==> src/design/ghsp_pkg.sv <==
`timescale 1ns / 1ps
`default_nettype none
package ghsp_pkg;
  localparam int NumTables = 8;
  localparam int HistWords = 8;
  localparam int WordBits = 32;
  localparam int PathBits = 16;
  localparam int IdxW = 13;
  localparam int CtrW = 6;
  localparam int SumW = 9;
  localparam int ThrCtrW = 8;
  localparam int ThrCtrTop = 127;
  localparam int ThrCtrBot = -128;
  localparam int ClrW = 13;

  // request commands
  localparam logic CmdPredict = 1'b0;
  localparam logic CmdUpdate = 1'b1;

  typedef logic [IdxW-1:0] idx_t;
  typedef logic signed [CtrW-1:0] ctr_t;

  typedef struct packed {
    logic clear;
    logic [ClrW-1:0] clr_addr;
    logic read;
    logic sum;
    logic update;
  } cmd_t;

  function automatic int idx_bits(input int t);
    case (t)
      0: return 6;
      1: return 7;
      2: return 8;
      3: return 10;
      4: return 11;
      5: return 12;
      default: return 13;
    endcase
  endfunction

  function automatic int ctr_bits(input int t);
    return (t < 2) ? 4 : 5;
  endfunction

  // number of history words xored in; zero means use word 0 raw, negative means none
  function automatic int hist_words(input int t);
    case (t)
      0, 1: return 0;
      2, 3: return -1;
      4: return 1;
      5: return 2;
      6: return 4;
      default: return 8;
    endcase
  endfunction
endpackage
`default_nettype wire

==> src/design/ghsp_ctrl.sv <==
`timescale 1ns / 1ps
`default_nettype none
module ghsp_ctrl (
  input  logic clk_i,
  input  logic rst_ni,
  input  logic in_valid_i,
  output logic in_ready_o,
  input  logic command_i,
  input  logic out_busy_i,
  output ghsp_pkg::cmd_t cmd_o
);
  import ghsp_pkg::*;
  localparam logic [1:0] StClear = 2'd0;
  localparam logic [1:0] StIdle = 2'd1;
  localparam logic [1:0] StSum = 2'd2;
  logic [1:0] state_q, state_d;
  logic [ClrW-1:0] clr_q, clr_d;
  logic acc;

  assign in_ready_o = (state_q == StIdle) && !out_busy_i;
  assign acc = in_valid_i && in_ready_o;

  always_comb begin
    state_d = state_q;
    clr_d = clr_q;
    cmd_o = '0;
    cmd_o.clr_addr = clr_q;
    unique case (state_q)
      StClear: begin
        cmd_o.clear = 1'b1;
        clr_d = clr_q + 1'b1;
        if (&clr_q) state_d = StIdle;
      end
      StIdle: begin
        if (acc && command_i == CmdPredict) begin
          cmd_o.read = 1'b1;
          state_d = StSum;
        end else if (acc) begin
          cmd_o.update = 1'b1;
        end
      end
      StSum: begin
        cmd_o.sum = 1'b1;
        state_d = StIdle;
      end
      default: state_d = StIdle;
    endcase
  end

  always_ff @(posedge clk_i or negedge rst_ni) begin
    if (!rst_ni) begin
      state_q <= StClear;
      clr_q <= '0;
    end else begin
      state_q <= state_d;
      clr_q <= clr_d;
    end
  end
endmodule
`default_nettype wire

==> config.mk <==
export PLATFORM = sky130hd
export DESIGN_NAME = ghsp_ctrl
export DESIGN_NICKNAME = d
export VERILOG_FILES = /design/src/design/ghsp_pkg.sv /design/src/design/ghsp_ctrl.sv
export SDC_FILE = /design/constraint.sdc
export NUM_CORES = 1
export LEC_CHECK = 0
export BUFFER_PORTS_ARGS = -buffer_cell sky130_fd_sc_hd__buf_2
export CAP_MARGIN = 20
export CELL_PAD_IN_SITES_DETAIL_PLACEMENT = 0
export CELL_PAD_IN_SITES_GLOBAL_PLACEMENT = 1
export CORE_MARGIN = 3
export CORE_UTILIZATION = 39
export CTS_CLUSTER_DIAMETER = 150
export DETAILED_ROUTE_END_ITERATION = 16
export HOLD_SLACK_MARGIN = 0.15
export PLACE_DENSITY = 0.84
export SYNTH_ARGS = -nofsm -noshare
export SYNTH_HDL_FRONTEND = slang
export SYNTH_SLANG_ARGS = --single-unit
==> constraint.sdc <==
create_clock -name clk_i -period 1.9 [get_ports clk_i]
set_input_delay 0.38 -clock clk_i [delete_from_list [all_inputs] [get_ports clk_i]]
set_output_delay 0.38 -clock clk_i [all_outputs]
set_load 0.01 [all_outputs]
Word-level counts from Yosys, hierarchy flattened
Cells that the tools add are included.
Cells by class
  add/subtract/negate cells: 1
  equality and inequality tests: 4
  mux-type cells: 10
  bitwise operators: 1
  reduce and logical (&&, ||, !) cells: 7
Operators with widths (number)
  $add A13 B1 Y13 const B: 1
  $reduce_and A13 Y1: 1
  $mux W1: 7
  $mux W2: 2
  $pmux W2 S2: 1
  $logic_and A1 B1 Y1: 3
  $eq A2 B1 Y1 const B: 1
  $eq A2 B2 Y1 const B: 1
  $logic_not A2 Y1: 1
  $ne A2 B1 Y1 const B: 1
  $ne A2 B2 Y1 const B: 1
  $reduce_and A2 Y1: 1
  $logic_not A1 Y1: 1
  $not A1 Y1: 1
Word-level totals
  bits in registers: 15
  input port bits: 5
  output and inout bits: 18

Logic depth before layout (Yosys ltp)
  depth after elaboration: 6
  depth in mapped cells: 4

Worst setup path before layout
OpenSTA, ideal clock, no wires.
  kind: flip-flop to output port
  from: register state_q[1]
  to: output port cmd_o[2] in the netlist's numbering
  arrival time: 985 ps
  data required time: 1520 ps
  path slack: 535 ps
  cell stages (with the launch flop): 3
  path buffers: 0
  path through: dfrtp_1 nor3b_2 and3b_1
RTL lines
  start: declaration: line ghsp_ctrl.sv:16  | logic [1:0] state_q, state_d;
  start signal: assignment: line ghsp_ctrl.sv:52  | state_q <= StClear;
  start signal: assignment: line ghsp_ctrl.sv:55  | state_q <= state_d;
  end: declaration: line ghsp_ctrl.sv:10  | output ghsp_pkg::cmd_t cmd_o

==> results.md <==
* Critical Path End Type: primary output
* Avg Vias per Cell at 5.00
* Final setup viols at 0
* Peak supply drop at 0.724 mV
* Final setup TNS at 0 ns
* WL per Instance at 12.0 um
* Required @ worst endpoint at 1.52 ns
* Hold Path Class: in -> reg
* Pre-CTS WS at 0.461 ns
* Main area contributors after synthesis: dfrtp_1, xnor2_1, nand4_1, nor3b_2, and3b_1
* FF+latch area at 375 um2
* Busiest grt layer: met2
* Layout cell share with drive strength beyond 1 at 0.358
* CTS Buf Count at 3
* Synthesized net count at 61
* Fin crit period at 1.71 ns
* Cts hold-fix bufs at 1
* Post-Syn Area at 694 um2
* Worst-path fanout max at 6
* Die W at 48.2 um
* Crit-path max cell delay at 0.45 ns
* Fill cells at 140
* Status: finished clean
* CP startpoint kind: flop
* Fmax at 584 MHz
* DRT antenna net count at 0
* Most instantiated cells after synthesis: dfrtp_1, xnor2_1, nand4_1
* GP Congestion at 0.716
* Post-CTS sizing at 0
* Top cell type by total area after synthesis: dfrtp_1
* Htree depth at 1
* Vias in the first global route at 505
* Chip Height at 48.2 um
* Ys async rst share at 1.00
* Total core area at 1590 um2
* RSZ-0062 raised after global routing: no
* Yosys warning count at 0
* WL final at 1.26 mm
* Seq/Total Area, Yosys at 0.541
* PwrDens at 1180 nW/um2
* Total congestion overflow at 0
* Die ar. at 2320 um2
* Post-CTS Setup Bufs at 0
* Multi-input gate area in the final layout at 308 um2
* Final net count at 88
* Row Count at 14
* First-pass GRT wire length at 2.13 mm
* # DRC at 0
* Grt met3 use at 0.0369
* Clk sinks at 15
* Antenna cells at 0
* Distinct cells, synth at 19
* CP arrival at 1.33 ns
* Clock root buffer: clkbuf_4
* Drt pass-1 iters at 3
* Max-cap violations at 0
* Clock tree skew after final layout at 0.00487 ns
* Endpoints failing hold at 0
* CP Class: reg -> out
* I/O Pins at 23
* Final Util at 0.539
* #FFs+latches synth at 15
* DR iter-0 viols at 3
* Total number of vias at 525
* Met2 Use GR at 0.206
* Mapped Cells at 55
* Max Transition Viols Final at 0
* Worst path cell trace: nor3b_2 > and3b_1 > buf_2
* Input/output buffers at 22
* Most common flop cell mapped by yosys: dfrtp_1
* CTS tree: built
* Largest net degree at the start of global routing at 16
* Top-area cell type share of the netlist area at 0.541
* Syn-to-layout area delta at 23.8%
* EDFF count, synth at 0
* Total track usage at 0.134
* Critical Path Slowest Stage Cell: dfrtp_1
* Most frequent cell after synthesis: dfrtp_1
* Reg clk slew, reported paths at 0.09 ns
* Clock latency at the later pin of the worst-skew pair at 0.27 ns
* Final period utilization at 0.901
* Worst Path Buf+Inv at 1
* Leak pwr at 0.429 nW
* Synth Area per Inst at 12.6 um2
* Initial core utilization at 0.436
* Slew @ Worst Pin at 0.329 ns
* Max-slew headroom at 0.781
* Setup ws final at 0.189 ns
* Crit-path leading delay family: simple AND/OR/NAND/NOR gates
* Initial antenna violation count at 0
* Routing usage on met1 at 0.173
* Longest Clk Path Bufs at 2
* Post-DP HPWL at 939 um
==> state kept, by name, indices dropped and copies added (netlist names) <==
| name | cells |
|---|---|
| state_q | 2 |
| clr_q | 13 |
==> metal layers <==
layer,routed length [um],share of wire
met1,588,0.47
met2,557,0.44
met3,100,0.080
met4,9,0.0072
met5,0,0
==> power breakdown <==
group          total (W)  switching [W]  internal (W)
sequential      0.000503       0.000100      0.000403
combinational   0.000340       0.000169      0.000171
clock           0.000174      0.0000932     0.0000813
==> worst reg2reg max path: stages, from the launching register on <==
cell,delay (ns)
dfrtp_1,0.44
and4bb_1,0.41
nand4_1,0.15
xnor2_1,0.15
==> stage by stage <==
step / power [W] / std cells / cell area [um2] / hold WS [ns]
floorplan: 0.000710 / 55 / 694 / 0.0844
CTS: 0.00104 / 105 / 860 / 0.383
finish: 0.00102 / 105 / 860 / 0.385
global route: 0.00111 / 105 / 860 / 0.389
global placement: 0.000843 / 100 / 823 / 0.299
detailed placement: 0.000853 / 100 / 823 / 0.304
==> layout by cell type (no fill, tap or decap) <==
| master | instances |
|---|---|
| a21oi_1 | 1 |
| and2_1 | 1 |
| and3_1 | 2 |
| and3b_1 | 2 |
| and4_1 | 2 |
| and4bb_1 | 1 |
| and4bb_2 | 1 |
| buf_2 | 22 |
| clkbuf_1 | 1 |
| clkbuf_4 | 3 |
| dfrtp_1 | 15 |
| dlygate4sd3_1 | 1 |
| ha_1 | 1 |
| mux2_2 | 1 |
| nand2_1 | 2 |
| nand3_1 | 3 |
| nand4_1 | 6 |
| nor2_1 | 1 |
| nor2b_1 | 1 |
| nor3b_2 | 2 |
| xnor2_1 | 10 |
| xor2_1 | 2 |
==> cell type report <==
type                            count  share of cell area
Sequential cell                    15               0.437
Multi-Input combinational cell     39               0.358
Timing Repair Buffer               23               0.140
Tap cell                           24              0.0349
Clock buffer                        4              0.0306
==> cell families after synthesis <==
family / Yosys count / synth area share
muxes: 1 / 0.0162
AOI/OAI and AO/OA: 1 / 0.00720
xor gates and xnor gates: 12 / 0.151
buffers and inverters: 1 / 0.0162
adders and majority gates: 1 / 0.0180
and+or+nand+nor: 24 / 0.250
DFF: 15 / 0.541
==> path summary, 6_finish.rpt <==
check	slack (ns)	cells after the start	startpoint	to
max	0.19	3	state_q[1]$_DFFE_PN0P_	cmd_o[2]
min reg2reg	0.49	1	clr_q[5]$_DFFE_PN0N_	clr_q[5]$_DFFE_PN0N_
min in group asynchronous	0.53	2	rst_ni	clr_q[9]$_DFFE_PN0N_
max reg2reg	0.65	3	state_q[0]$_DFFE_PN0P_	clr_q[11]$_DFFE_PN0N_
min	0.38	2	in_valid_i	state_q[1]$_DFFE_PN0P_
max in group asynchronous	1.12	2	rst_ni	clr_q[4]$_DFFE_PN0N_
No activity file was read; power rests on OpenSTA's default activity.
